## config.mk

```make
export PLATFORM = sky130hd
export DESIGN_NAME = rotary_encoder_with_button_qualifier_top
export DESIGN_NICKNAME = d
export VERILOG_FILES = /design/src/rtl/rebq_pkg.sv /design/src/rtl/rebq_front.sv /design/src/rtl/rebq_queue.sv /design/src/rtl/rebq_back.sv /design/src/rtl/rotary_encoder_with_button_qualifier_top.sv
export SDC_FILE = /design/constraint.sdc
export NUM_CORES = 1
export LEC_CHECK = 0
export BUFFER_PORTS_ARGS = -buffer_cell sky130_fd_sc_hd__buf_4
export CAP_MARGIN = 20
export CELL_PAD_IN_SITES_DETAIL_PLACEMENT = 1
export CELL_PAD_IN_SITES_GLOBAL_PLACEMENT = 2
export CORE_ASPECT_RATIO = 1.4
export CORE_UTILIZATION = 24
export CTS_BUF_LIST = sky130_fd_sc_hd__clkbuf_8 sky130_fd_sc_hd__clkbuf_16
export DETAILED_ROUTE_END_ITERATION = 10
export PLACE_DENSITY = 0.56
export SLEW_MARGIN = 15
export SYNTH_ARGS = -nofsm -noshare
export SYNTH_HDL_FRONTEND = slang
export SYNTH_SLANG_ARGS = --single-unit
```

## constraint.sdc

```tcl
create_clock -name aclk -period 12.1 [get_ports aclk]
set_input_delay 0.605 -clock aclk [delete_from_list [all_inputs] [get_ports aclk]]
set_output_delay 0.605 -clock aclk [all_outputs]
set_load 0.005 [all_outputs]
```

## src/rtl/rebq_pkg.sv

```systemverilog
// Shared types, constants and the quadrature lookup for the rotary encoder block.
// No dependencies; every other file refers into it by scoped names.
package rebq_pkg;

    localparam int COUNT_WIDTH = 16;
    localparam int CFG_W       = 16;
    localparam int CFG_IDX_W   = 3;

    typedef logic [COUNT_WIDTH-1:0] count_t;

    localparam count_t CNT_MAX = {COUNT_WIDTH{1'b1}};

    // Configuration register indexes
    localparam logic [CFG_IDX_W-1:0] REG_MIN_STEP_GAP = 3'd0;
    localparam logic [CFG_IDX_W-1:0] REG_STEPS_CLICK  = 3'd1;
    localparam logic [CFG_IDX_W-1:0] REG_LONG_PRESS   = 3'd2;
    localparam logic [CFG_IDX_W-1:0] REG_DEBOUNCE     = 3'd3;
    localparam logic [CFG_IDX_W-1:0] REG_PRESS_LEVEL  = 3'd4;

    typedef enum logic [1:0] {
        DIR_NONE = 2'd0,
        DIR_CW   = 2'd1,
        DIR_CCW  = 2'd2
    } dir_t;

    // One classified sample, as it travels from front to back
    typedef struct packed {
        dir_t dir;
        logic pin;
        logic tick;
    } item_t;

    typedef struct packed {
        logic [15:0] min_step_gap;
        logic [4:0]  steps_click;
        logic [15:0] long_press;
        logic [15:0] debounce;
        logic        press_level;
    } cfg_t;

    typedef struct packed {
        logic       any_event;
        logic       long_press;
        logic       released;
        logic       pressed;
        logic [5:0] steps;
    } result_t;

    // Quadrature transition table, index is previous phase * 4 + current phase
    function automatic dir_t quad_dir(input logic [1:0] prev, input logic [1:0] cur);
        dir_t d;
        unique case ({prev, cur})
            4'd1, 4'd7, 4'd8, 4'd14: d = DIR_CCW;
            4'd2, 4'd4, 4'd11, 4'd13: d = DIR_CW;
            default: d = DIR_NONE;
        endcase
        return d;
    endfunction

    function automatic count_t sat_inc(input count_t c);
        return (c == CNT_MAX) ? c : c + count_t'(1);
    endfunction

endpackage

```

## src/rtl/rebq_front.sv

```systemverilog
// Front end: accepts pin samples, tracks the encoder phase and classifies each
// transition into a direction. Depends on rebq_pkg.
module rebq_front (
    input  logic             aclk,
    input  logic             aresetn,
    input  logic             in_valid,
    input  logic             clk_line,
    input  logic             dt_line,
    input  logic             switch_pin,
    input  logic             ms_tick,
    input  logic             q_full,
    output logic             in_ready,
    output logic             push,
    output rebq_pkg::item_t  push_item
);

    logic [1:0] prev_phase_reg;
    logic [1:0] prev_phase_next;
    logic [1:0] cur_phase;

    assign cur_phase = {dt_line, clk_line};
    assign in_ready  = !q_full;
    assign push      = in_valid && !q_full;

    always_comb begin
        push_item.dir  = rebq_pkg::quad_dir(prev_phase_reg, cur_phase);
        push_item.pin  = switch_pin;
        push_item.tick = ms_tick;
        prev_phase_next = push ? cur_phase : prev_phase_reg;
    end

    always_ff @(posedge aclk) begin
        if (!aresetn) begin
            prev_phase_reg <= 2'd3;
        end else begin
            prev_phase_reg <= prev_phase_next;
        end
    end

endmodule

```

## src/rtl/rebq_queue.sv

```systemverilog
// Two-entry queue of classified samples between front and back.
// Depends on rebq_pkg.
module rebq_queue (
    input  logic             aclk,
    input  logic             aresetn,
    input  logic             push,
    input  rebq_pkg::item_t  push_item,
    input  logic             pop,
    output logic             full,
    output logic             not_empty,
    output rebq_pkg::item_t  head
);

    rebq_pkg::item_t slot_reg [2];
    logic       wr_ptr_reg, wr_ptr_next;
    logic       rd_ptr_reg, rd_ptr_next;
    logic [1:0] count_reg, count_next;

    assign full      = (count_reg == 2'd2);
    assign not_empty = (count_reg != 2'd0);
    assign head      = slot_reg[rd_ptr_reg];

    always_comb begin
        wr_ptr_next = push ? !wr_ptr_reg : wr_ptr_reg;
        rd_ptr_next = pop ? !rd_ptr_reg : rd_ptr_reg;
        count_next  = count_reg + {1'b0, push} - {1'b0, pop};
    end

    always_ff @(posedge aclk) begin
        if (!aresetn) begin
            wr_ptr_reg <= 1'b0;
            rd_ptr_reg <= 1'b0;
            count_reg  <= 2'd0;
        end else begin
            wr_ptr_reg <= wr_ptr_next;
            rd_ptr_reg <= rd_ptr_next;
            count_reg  <= count_next;
        end
    end

    always_ff @(posedge aclk) begin
        if (push) begin
            slot_reg[wr_ptr_reg] <= push_item;
        end
    end

endmodule

```

## src/rtl/rebq_back.sv

```systemverilog
// Back end: gap counters, step gating, switch debounce and long press detection,
// with the result register toward the output channel. Depends on rebq_pkg.
module rebq_back (
    input  logic             aclk,
    input  logic             aresetn,
    input  rebq_pkg::cfg_t   cfg,
    input  logic             item_valid,
    input  rebq_pkg::item_t  item,
    output logic             pop,
    output logic             out_valid,
    input  logic             out_ready,
    output rebq_pkg::result_t out_data
);

    rebq_pkg::count_t step_gap_reg, step_gap_next;
    rebq_pkg::count_t edge_gap_reg, edge_gap_next;
    rebq_pkg::count_t held_cnt_reg, held_cnt_next;
    logic switch_level_reg, switch_level_next;
    logic switch_held_reg, switch_held_next;
    logic long_sent_reg, long_sent_next;
    logic out_valid_reg, out_valid_next;
    rebq_pkg::result_t result_reg, result_next;

    logic [5:0] mag;
    logic       take;

    assign take      = !out_valid_reg || out_ready;
    assign pop       = item_valid && take;
    assign out_valid = out_valid_reg;
    assign out_data  = result_reg;
    assign mag       = {1'b0, cfg.steps_click};

    always_comb begin
        step_gap_next     = step_gap_reg;
        edge_gap_next     = edge_gap_reg;
        held_cnt_next     = held_cnt_reg;
        switch_level_next = switch_level_reg;
        switch_held_next  = switch_held_reg;
        long_sent_next    = long_sent_reg;
        result_next       = '0;

        if (item.tick) begin
            step_gap_next = rebq_pkg::sat_inc(step_gap_reg);
            edge_gap_next = rebq_pkg::sat_inc(edge_gap_reg);
            held_cnt_next = rebq_pkg::sat_inc(held_cnt_reg);
        end

        if (item.dir != rebq_pkg::DIR_NONE
                && 32'(step_gap_next) >= 32'(cfg.min_step_gap)) begin
            result_next.steps = (item.dir == rebq_pkg::DIR_CW) ? mag : (~mag + 6'd1);
            step_gap_next = '0;
        end

        if (item.pin != switch_level_reg && 32'(edge_gap_next) >= 32'(cfg.debounce)) begin
            edge_gap_next     = '0;
            switch_level_next = item.pin;
            if (item.pin == cfg.press_level) begin
                switch_held_next    = 1'b1;
                held_cnt_next       = '0;
                long_sent_next      = 1'b0;
                result_next.pressed = 1'b1;
            end else if (switch_held_reg) begin
                switch_held_next     = 1'b0;
                result_next.released = 1'b1;
            end
        end

        // fire the long press once per hold
        if (switch_held_next && !long_sent_next
                && 32'(held_cnt_next) >= 32'(cfg.long_press)) begin
            long_sent_next         = 1'b1;
            result_next.long_press = 1'b1;
        end

        result_next.any_event = (result_next.steps != 6'd0) || result_next.pressed
                                || result_next.released || result_next.long_press;

        out_valid_next = pop ? 1'b1 : (out_ready ? 1'b0 : out_valid_reg);
    end

    always_ff @(posedge aclk) begin
        if (!aresetn) begin
            step_gap_reg     <= rebq_pkg::CNT_MAX;
            edge_gap_reg     <= rebq_pkg::CNT_MAX;
            held_cnt_reg     <= '0;
            switch_level_reg <= 1'b1;
            switch_held_reg  <= 1'b0;
            long_sent_reg    <= 1'b0;
            out_valid_reg    <= 1'b0;
        end else begin
            out_valid_reg <= out_valid_next;
            if (pop) begin
                step_gap_reg     <= step_gap_next;
                edge_gap_reg     <= edge_gap_next;
                held_cnt_reg     <= held_cnt_next;
                switch_level_reg <= switch_level_next;
                switch_held_reg  <= switch_held_next;
                long_sent_reg    <= long_sent_next;
            end
        end
    end

    always_ff @(posedge aclk) begin
        if (pop) begin
            result_reg <= result_next;
        end
    end

endmodule

```

## src/rtl/rotary_encoder_with_button_qualifier_top.sv

```systemverilog
// Top level of the rotary encoder decoder with debounced push switch.
// Holds the configuration registers; depends on rebq_pkg, rebq_front,
// rebq_queue and rebq_back.
//
// Usage:
//   s_ channel: one sample per transfer of the encoder lines, the switch pin
//   and a millisecond tick flag. m_ channel: one result per sample with the
//   signed step count and the press, release and long press events.
//   cfg channel: register index and write data, always ready; write only
//   while no sample is in flight.
// Path: an accepted sample goes through the queue stage, then the result
//   register, before its result is shown on m_.
// Throughput: one sample per cycle while m_ is not stalled; the back end
//   decides a whole sample combinationally, and the two-entry queue lets
//   the front keep accepting while a result waits.
// Receiver stall: the result register holds; the back end stops popping,
//   the queue fills and s_tready drops once it holds two samples.
// Reset (aresetn low, synchronous): registers return to their defaults,
//   phase is both lines high, gap counters saturated, switch level high,
//   queue and result register empty.
module rotary_encoder_with_button_qualifier_top (
    input  logic        aclk,
    input  logic        aresetn,
    input  logic        s_tvalid,
    output logic        s_tready,
    input  logic [7:0]  s_tdata,   // [0] clk_line, [1] dt_line, [2] switch_pin, [3] ms_tick
    output logic        m_tvalid,
    input  logic        m_tready,
    output logic [15:0] m_tdata,   // [5:0] steps, [6] pressed, [7] released,
                                   // [8] long_press, [9] any_event
    input  logic        cfg_valid,
    output logic        cfg_ready,
    input  logic [rebq_pkg::CFG_IDX_W-1:0] cfg_index,
    input  logic [rebq_pkg::CFG_W-1:0]     cfg_data
);

    rebq_pkg::cfg_t    cfg_reg;
    rebq_pkg::item_t   push_item;
    rebq_pkg::item_t   head;
    rebq_pkg::result_t result;
    logic push, pop, q_full, q_not_empty;

    assign cfg_ready = 1'b1;
    assign m_tdata   = {6'd0, result};

    always_ff @(posedge aclk) begin
        if (!aresetn) begin
            cfg_reg.min_step_gap <= 16'd2;
            cfg_reg.steps_click  <= 5'd1;
            cfg_reg.long_press   <= 16'd1000;
            cfg_reg.debounce     <= 16'd50;
            cfg_reg.press_level  <= 1'b1;
        end else if (cfg_valid) begin
            unique case (cfg_index)
                rebq_pkg::REG_MIN_STEP_GAP: cfg_reg.min_step_gap <= cfg_data;
                rebq_pkg::REG_STEPS_CLICK:  cfg_reg.steps_click  <= cfg_data[4:0];
                rebq_pkg::REG_LONG_PRESS:   cfg_reg.long_press   <= cfg_data;
                rebq_pkg::REG_DEBOUNCE:     cfg_reg.debounce     <= cfg_data;
                rebq_pkg::REG_PRESS_LEVEL:  cfg_reg.press_level  <= cfg_data[0];
                default: ;
            endcase
        end
    end

    rebq_front u_front (
        .aclk       (aclk),
        .aresetn    (aresetn),
        .in_valid   (s_tvalid),
        .clk_line   (s_tdata[0]),
        .dt_line    (s_tdata[1]),
        .switch_pin (s_tdata[2]),
        .ms_tick    (s_tdata[3]),
        .q_full     (q_full),
        .in_ready   (s_tready),
        .push       (push),
        .push_item  (push_item)
    );

    rebq_queue u_queue (
        .aclk      (aclk),
        .aresetn   (aresetn),
        .push      (push),
        .push_item (push_item),
        .pop       (pop),
        .full      (q_full),
        .not_empty (q_not_empty),
        .head      (head)
    );

    rebq_back u_back (
        .aclk       (aclk),
        .aresetn    (aresetn),
        .cfg        (cfg_reg),
        .item_valid (q_not_empty),
        .item       (head),
        .pop        (pop),
        .out_valid  (m_tvalid),
        .out_ready  (m_tready),
        .out_data   (result)
    );

endmodule

```

==> impl_metrics.env, run 1 <==
export IMPL_grt_util_all_layers_pct=15.4
export IMPL_clk_transition_reported_paths_ns=0.06
export IMPL_ys_seq_elements=131
export IMPL_finalHoldViolations=0
export IMPL_chipHeight_microns=215
export IMPL_routed_wire_length_per_instance_microns=17.5
export IMPL_maxCapViolCount=0
export IMPL_cp_arrival_ns=6.63
export IMPL_grt_first_pass_wirelength_mm=38.7
export IMPL_fin_ws_ns=5.64
export IMPL_total_power_per_unit_cell_area_nw_per_um2=236
export IMPL_largest_register_ffs=54
export IMPL_fp_dieW_microns=154
export IMPL_gpl_final_weighted_congestion=0.726
export IMPL_timing_fmax_ghz=0.155
export IMPL_dpl_instance_area_sq_um=8400
export IMPL_post_dp_hpwl_mm=17.3
export IMPL_synth_warning_count=0
export IMPL_finalMaxSlewViolations=0
export IMPL_number_of_cts_inserted_buffers=17
export IMPL_number_of_global_route_vias_before_repair=6938
export IMPL_avgViaCountPerCell=4.79
export IMPL_final_setup_viol_count=0
export IMPL_number_of_enable_type_register_cells_in_the_synthesized_netlist=18
export IMPL_critPathMostFrequentCell="sky130_fd_sc_hd__ha_1"
export IMPL_cts_root_buffer_cell="sky130_fd_sc_hd__clkbuf_16"
export IMPL_ctsHtreeMaxLevel=4
export IMPL_grt_antenna_before_repair=0
export IMPL_number_of_inserted_diodes=0
export IMPL_end_kind="flop"
export IMPL_layout_drive_gt1_share_pct=11.1
export IMPL_postSynth_asyncResetShare_pct=0
export IMPL_synth_largest_type_area_fraction_pct=29.0
export IMPL_rsz0062_at_grt="no"
export IMPL_slew_headroom_pct=30.1
export IMPL_fillCellCount=3801
export IMPL_io_pins=51
export IMPL_total_area_of_sequential_cells_sq_um=2800
export IMPL_cts_post_setup_buffers_inserted=0
export IMPL_dpl_cell_count=1347
export IMPL_worstPathMaxFanout=23
export IMPL_layout_nets=1057
export IMPL_final_cell_mix="sky130_fd_sc_hd__nand2_1, sky130_fd_sc_hd__dfxtp_1, sky130_fd_sc_hd__inv_1"
export IMPL_std_cell_rows=77
export IMPL_clk_insertion_delay_late_ns=0.45
export IMPL_tritoncts="built"
export IMPL_clock_sink_count=131
export IMPL_fin_tns_setup_ns=0
export IMPL_crit_chain="mux2_2 -> and2_1 -> nor3b_1 -> and3_1 -> mux2_1 -> ha_1 -> nand4_1 -> nor3_2 -> a31oi_4 -> a211o_4 -> inv_2 -> nor2_1 -> ha_1 -> a21oi_1 -> nand2_1 -> a211o_1 -> a2111oi_0 -> a311oi_2 -> a2111o_1"
export IMPL_multi_input_gate_area_sq_um=4510
export IMPL_remaining_drc_errors=0
export IMPL_status="complete, no violations"
export IMPL_syn_area_per_cell_sq_um=8.15
export IMPL_synthToLayoutAreaGrowth_pct=15.1
export IMPL_critical_path_max_stage_delay_ns=0.63
export IMPL_vdd_drop_max_uv=103
export IMPL_dieArea_sq_um=33200
export IMPL_path_class="reg2reg"
export IMPL_worst_path_dominant_cell_family="compound AO/OA/AOI/OAI gates"
export IMPL_cts_buffer_depth=2
export IMPL_ys_seq_area_share_pct=36.0
export IMPL_synth_cells=956
export IMPL_cp_data_required_time_ns=12.27
export IMPL_quantity_of_i_o_buffers_inserted_on_ports=39
export IMPL_timing_clock_skew_ns=0.00819
export IMPL_ant_nets=0
export IMPL_drt_initial_drc_count=205
export IMPL_worstSetupStartpointType="flop"
export IMPL_place_ws_ns=5.61
export IMPL_post_route_cell_area_sq_um=8970
export IMPL_worst_path_buf_inv=1
export IMPL_synthFlopType="sky130_fd_sc_hd__dfxtp_1"
export IMPL_detail_route_wirelength_mm=24.1
export IMPL_initial_core_util_pct=24.5
export IMPL_cts_repair_resized=0
export IMPL_slew_at_the_pin_closest_to_its_max_slew_limit_ns=1.03
export IMPL_grt_overflow_total=0
export IMPL_critical_path_slowest_cell="sky130_fd_sc_hd__a2111oi_0"
export IMPL_drt_pass1_iterations=4
export IMPL_routed_via_count=6602
export IMPL_power_leakage_nw=3.46
export IMPL_min_period_over_period_pct=53.4
export IMPL_core_area_sq_um=31800
export IMPL_synth_lib_cells_used_distinct=69
export IMPL_cts_hold_buf=0
export IMPL_most_common_library_cell_in_the_layout_ignoring_fill_and_taps="sky130_fd_sc_hd__nand2_1"
export IMPL_fin_cells=1379
export IMPL_largest_net_degree_at_the_start_of_global_routing=91
export IMPL_timing_final_crit_period_ns=6.46
export IMPL_synth_area_top_cells="sky130_fd_sc_hd__dfxtp_1, sky130_fd_sc_hd__nand2_1, sky130_fd_sc_hd__ha_1, sky130_fd_sc_hd__edfxtp_1, sky130_fd_sc_hd__a21boi_0"
export IMPL_holdCritPathClass="in2reg"
export IMPL_synth_cell_area_sq_um=7790
export IMPL_worst_hold_slack_ns=0.343
export IMPL_synth_top_area_cell="sky130_fd_sc_hd__dfxtp_1"
-- path summary, 6_finish.rpt --
path / start / endpoint / slack, ns / cells past startpoint
worst min register to register: cfg_reg[53] / cfg_reg[53] / 0.47 / 2
worst min-delay path: s_tdata[2] / u_queue.slot_reg[1][1] / 0.34 / 1
worst max-delay path: flop / u_back.out_data[9] / 5.64 / 19
worst max register to register: flop / u_back.out_data[9] / 5.64 / 19
-- layout make-up --
| type | count | area share [%] |
|---|---|---|
| clock buffers | 20 | 5.20 |
| clock inverters | 12 | 1.19 |
| inverters | 66 | 2.76 |
| multi-input cells | 710 | 50.3 |
| flip-flops and latches | 131 | 31.3 |
| well taps | 395 | 5.51 |
| repair buffers | 45 | 3.77 |
-- metal layers --
layer / vias up / part of all wire [%] / global-route usage [%]
met5: - / 0 / 0
met4: 0 / 1.4 / 5.05
met3: 20 / 1.5 / 2.70
met2: 46 / 54 / 29.4
met1: 3207 / 43 / 16.9
li1: 3329 / - / -
-- synthesized netlist by cell type, drive strengths merged (4+ instances only) --
library cell,n
a211oi,4
a21boi,46
a21oi,31
a31o,12
a31oi,9
and2,10
and3,13
and4,6
buf,15
clkbuf,39
dfxtp,113
edfxtp,18
ha,54
inv,65
mux2,7
mux2i,9
nand2,187
nand2b,21
nand3,30
nand4,21
nor2,56
nor2b,13
nor3,17
nor3b,6
o211ai,21
o21a,5
o21ai,33
o311ai,9
or2,6
xnor2,20
xor2,21
-- stage by stage --
step / utilization [%] / power (mW)
detailed placement: 26.4 / 1.64
finish: 28.2 / 2.12
global route: 28.2 / 2.31
global placement: 26.4 / 1.63
CTS: 28.2 / 2.18
floorplan: - / 1.32
-- logic make-up after synthesis --
group / after synthesis / share of synthesized area, %
compound gates: 199 / 18.3
xor+xnor: 41 / 4.61
fa+ha+maj: 54 / 8.67
buf+inv: 120 / 6.33
flops: 131 / 36.0
mux: 16 / 2.22
other cells: 2 / 0.0964
simple gates: 393 / 23.8
-- power breakdown --
| part | internal [mW] | switching, mW |
|---|---|---|
| Combinational | 0.372 | 0.598 |
| Clock | 0.298 | 0.218 |
| Sequential | 0.544 | 0.0883 |
| Total | 1.21 | 0.904 |
-- worst reg2reg max path, stage by stage (launching register included) --
cell and delay, ns:
sky130_fd_sc_hd__dfxtp_1 0.56, sky130_fd_sc_hd__mux2_2 0.48, sky130_fd_sc_hd__and2_1 0.24, sky130_fd_sc_hd__nor3b_1 0.36
sky130_fd_sc_hd__and3_1 0.22, sky130_fd_sc_hd__mux2_1 0.35, sky130_fd_sc_hd__ha_1 0.33, sky130_fd_sc_hd__nand4_1 0.16
sky130_fd_sc_hd__nor3_2 0.31, sky130_fd_sc_hd__a31oi_4 0.13, sky130_fd_sc_hd__a211o_4 0.43, sky130_fd_sc_hd__inv_2 0.36
sky130_fd_sc_hd__nor2_1 0.12, sky130_fd_sc_hd__ha_1 0.33, sky130_fd_sc_hd__a21oi_1 0.18, sky130_fd_sc_hd__nand2_1 0.08
sky130_fd_sc_hd__a211o_1 0.31, sky130_fd_sc_hd__a2111oi_0 0.63, sky130_fd_sc_hd__a311oi_2 0.17, sky130_fd_sc_hd__a2111o_1 0.44
Power figures use the tool's default switching activity.
==> run 2, diff against run 1 <==
--- a/config.mk
+++ b/config.mk
@@ -5,6 +5,7 @@
 export SDC_FILE = /design/constraint.sdc
 export NUM_CORES = 1
 export LEC_CHECK = 0
+export ABC_AREA = 1
 export BUFFER_PORTS_ARGS = -buffer_cell sky130_fd_sc_hd__buf_4
 export CAP_MARGIN = 20
 export CELL_PAD_IN_SITES_DETAIL_PLACEMENT = 1
@@ -13,7 +14,7 @@
 export CORE_UTILIZATION = 24
 export CTS_BUF_LIST = sky130_fd_sc_hd__clkbuf_8 sky130_fd_sc_hd__clkbuf_16
 export DETAILED_ROUTE_END_ITERATION = 10
-export PLACE_DENSITY = 0.56
+export PLACE_DENSITY = 0.6
 export SLEW_MARGIN = 15
 export SYNTH_ARGS = -nofsm -noshare
 export SYNTH_HDL_FRONTEND = slang
==> constraint.sdc (replaced) <==
create_clock -name aclk -period 5.29 [get_ports aclk]
set_input_delay 0.2645 -clock aclk [delete_from_list [all_inputs] [get_ports aclk]]
set_output_delay 0.2645 -clock aclk [all_outputs]
set_load 0.005 [all_outputs]
==> run 2 against run 1 <==
Worst setup slack got worse by 4.8 ns. Synthesized cell count increased by 15%. Combinational power increased to 2.9 times the previous value. Power increased to 2.6 times the previous value. Critical path depth increased by 11. Clock-buffer cell count decreased by 2. Critical endpoint unchanged. Highest routed layer unchanged.
==> impl_metrics.env, run 2 <==
export IMPL_status="complete, no violations"
export IMPL_hold_path_endpoint="u_queue.slot_reg[1][0]"
export IMPL_number_of_cts_inserted_buffers=17
export IMPL_std_cell_rows=78
export IMPL_worst_path_buf_inv=2
export IMPL_cp_arrival_ns=4.77
export IMPL_pwr_share_seq_pct=28.2
export IMPL_synth_compound_gate_area_share_pct=18.2
export IMPL_synthToLayoutAreaGrowth_pct=17.0
export IMPL_timing_final_crit_period_ns=4.46
export IMPL_postSynth_asyncResetShare_pct=0
export IMPL_clk_transition_reported_paths_ns=0.06
export IMPL_quantity_of_i_o_buffers_inserted_on_ports=39
export IMPL_synthFlopType="sky130_fd_sc_hd__dfxtp_1"
export IMPL_initial_core_util_pct=24.4
export IMPL_synth_cells=1100
export IMPL_p_clk_share_pct=20.6
export IMPL_synth_top_family_by_area="simple AND/OR/NAND/NOR gates"
export IMPL_largest_register_ffs=54
export IMPL_routed_wire_length_per_instance_microns=15.7
export IMPL_fp_dieW_microns=155
export IMPL_post_dp_hpwl_mm=18.3
export IMPL_clock_sink_count=131
export IMPL_synthMuxAreaShare_pct=0
export IMPL_grt_util_all_layers_pct=15.6
export IMPL_worstSetupStartpointType="flop"
export IMPL_top_layer_reached_by_signal_wires="met4"
export IMPL_syn_area_per_cell_sq_um=7.18
export IMPL_chipHeight_microns=217
export IMPL_tritoncts="built"
export IMPL_fin_cells=1583
export IMPL_ys_seq_area_share_pct=35.5
export IMPL_holdCritPathClass="in2reg"
export IMPL_gpl_final_weighted_congestion=0.746
export IMPL_most_common_library_cell_in_the_layout_ignoring_fill_and_taps="sky130_fd_sc_hd__nand2_1"
export IMPL_synth_largest_type_area_fraction_pct=28.6
export IMPL_grt_first_pass_wirelength_mm=39.5
export IMPL_drt_pass1_iterations=4
export IMPL_maxCapViolCount=0
export IMPL_wl_met3_microns=330
export IMPL_synth_simple_gate_area_share_pct=22.0
export IMPL_wl_met2_mm=13.4
export IMPL_synth_lib_cells_used_distinct=42
export IMPL_min_delay_start="s_tdata[3]"
export IMPL_end_kind="flop"
export IMPL_number_of_enable_type_register_cells_in_the_synthesized_netlist=18
export IMPL_avgViaCountPerCell=4.44
export IMPL_netSwitchingPower_mw=2.59
export IMPL_path_class="reg2reg"
export IMPL_fin_tns_setup_ns=0
export IMPL_synth_xor_area_share_pct=3.99
export IMPL_post_synth_top_count_cell="sky130_fd_sc_hd__nand2_1"
export IMPL_final_setup_viol_count=0
export IMPL_synth_warning_count=0
export IMPL_dieArea_sq_um=33700
export IMPL_synth_top_area_cell="sky130_fd_sc_hd__dfxtp_1"
export IMPL_synth_adder_area_share_pct=8.55
export IMPL_finalMaxSlewViolations=0
export IMPL_rr_worst_depth=30
export IMPL_routed_via_count=7024
export IMPL_core_area_sq_um=32400
export IMPL_min_period_over_period_pct=84.4
export IMPL_grt_overflow_total=0
export IMPL_cts_buffer_depth=2
export IMPL_r2r_end="u_back.out_data[9]"
export IMPL_slew_at_the_pin_closest_to_its_max_slew_limit_ns=0.914
export IMPL_worst_r2r_startpoint="u_back.edge_gap_reg[1]"
export IMPL_synth_cell_area_sq_um=7900
export IMPL_cts_root_buffer_cell="sky130_fd_sc_hd__clkbuf_16"
export IMPL_synth_common_cells="sky130_fd_sc_hd__nand2_1, sky130_fd_sc_hd__inv_1, sky130_fd_sc_hd__dfxtp_1, sky130_fd_sc_hd__a21oi_1, sky130_fd_sc_hd__o21ai_0"
export IMPL_critPathMostFrequentCell="sky130_fd_sc_hd__nand2_1"
export IMPL_post_route_util_pct=28.5
export IMPL_int_pwr_mw=3.00
export IMPL_regToRegSetupSlack_ns=0.83
export IMPL_power_leakage_nw=4.16
export IMPL_timing_critical_path_from="u_back.edge_gap_reg[1]"
export IMPL_met1Wirelength_mm=10.7
export IMPL_timing_clock_skew_ns=0.0109
export IMPL_worstPathMaxFanout=19
export IMPL_total_power_per_unit_cell_area_nw_per_um2=604
export IMPL_synth_area_top_cells="sky130_fd_sc_hd__dfxtp_1, sky130_fd_sc_hd__nand2_1, sky130_fd_sc_hd__ha_1, sky130_fd_sc_hd__inv_1, sky130_fd_sc_hd__edfxtp_1"
export IMPL_number_of_inserted_diodes=0
export IMPL_rsz0062_at_grt="no"
export IMPL_largest_net_degree_at_the_start_of_global_routing=82
export IMPL_remaining_drc_errors=0
export IMPL_final_cell_mix="sky130_fd_sc_hd__nand2_1, sky130_fd_sc_hd__inv_1, sky130_fd_sc_hd__dfxtp_1"
export IMPL_critical_path_slowest_cell="sky130_fd_sc_hd__dfxtp_1"
export IMPL_layout_nets=1216
export IMPL_clk_insertion_delay_late_ns=0.44
export IMPL_detail_route_wirelength_mm=24.8
export IMPL_dpl_cell_count=1549
export IMPL_worst_path_dominant_cell_family="simple AND/OR/NAND/NOR gates"
export IMPL_drt_initial_drc_count=256
export IMPL_io_pins=51
export IMPL_ys_seq_elements=131
export IMPL_finalHoldViolations=0
export IMPL_grt_antenna_before_repair=0
export IMPL_critical_path_max_stage_delay_ns=0.36
export IMPL_vdd_drop_max_uv=241
export IMPL_layout_drive_gt1_share_pct=11.2
export IMPL_number_of_global_route_vias_before_repair=7232
export IMPL_holdPathStages=1
export IMPL_ant_nets=0
export IMPL_cp_data_required_time_ns=5.60
export IMPL_timing_fmax_ghz=0.224
export IMPL_netSwitchingFraction_pct=46.4
export IMPL_slew_headroom_pct=38.9
export IMPL_ctsHtreeMaxLevel=4
export IMPL_power_total_mw=5.58
export IMPL_fillCellCount=4061
export IMPL_power_share_combinational_pct=51.2
## run 2: final cells by class
cell class / count / area (sq um) / share of cell area (%)
Timing Repair Buffer: 51 / 418 / 4.52
Multi-Input combinational cell: 743 / 4210 / 45.5
Inverter: 186 / 698 / 7.55
Clock buffer: 18 / 450 / 4.87
Clock inverter: 14 / 114 / 1.23
Sequential cell: 131 / 2800 / 30.3
Tap cell: 440 / 551 / 5.96
## run 2: power groups by stage
stage	combinational, mW	clock [mW]	sequential, mW
final	2.86	1.15	1.57
after global routing	3.34	1.23	1.61
after CTS	2.95	1.19	1.57
after detailed placement	2.92	0	1.59
after global placement	2.88	0	1.59
after floorplan	2.09	0	1.52
## run 2: worst max path at each step
stage | end | cells after the start
2_1_floorplan | u_back.out_data[9] | 27
3_3_place_gp | u_back.out_data[9] | 29
3_5_place_dp | u_back.out_data[9] | 30
4_1_cts | u_back.out_data[9] | 27
5_1_grt | u_back.out_data[9] | 30
6_report | u_back.out_data[9] | 30
## run 2: cells by family (layout without fill, tap and decap cells)
family	count (synthesis)	count (layout)
AO/OA/AOI/OAI	266	266
XOR/XNOR	36	36
adder cells (fa/ha/maj)	54	54
buffers and inverters	231	269
flip-flops	131	131
other	2	7
AND/OR/NAND/NOR	380	380
## run 2: through the flow
| step | setup slack (ns) | cell area [sq um] | hold slack (ns) |
|---|---|---|---|
| floorplan | 1.51 | 7920 | 0.363 |
| global placement | 0.661 | 8640 | 0.438 |
| detailed placement | 0.683 | 8640 | 0.455 |
| CTS | 0.646 | 9220 | 0.00000497 |
| global route | 0.251 | 9240 | 0.00959 |
| finish | 0.827 | 9240 | 0.0298 |
## run 2: worst reg2reg max path, delay by kind of cell, from the launching register on
kind                       cells  cell delay (ns)
and+or+nand+nor               19             1.95
AOI/OAI and AO/OA              6             1.05
adders and majority gates      3             0.77
DFF                            1             0.36
buffers and inverters          2             0.21
## run 2: routing by layer
layer,GRT usage [%],up-vias
met5,0,-
met4,5.78,0
met3,1.96,22
met2,29.7,51
met1,17.3,3306
li1,-,3645
## run 2: what timing repair did
| item | CTS | global route |
|---|---|---|
| buffers inserted | 0 | 0 |
| hold endpoints to repair | 2 | 0 |
| hold buffers | 1 | 0 |
| resized for setup | 0 | 0 |
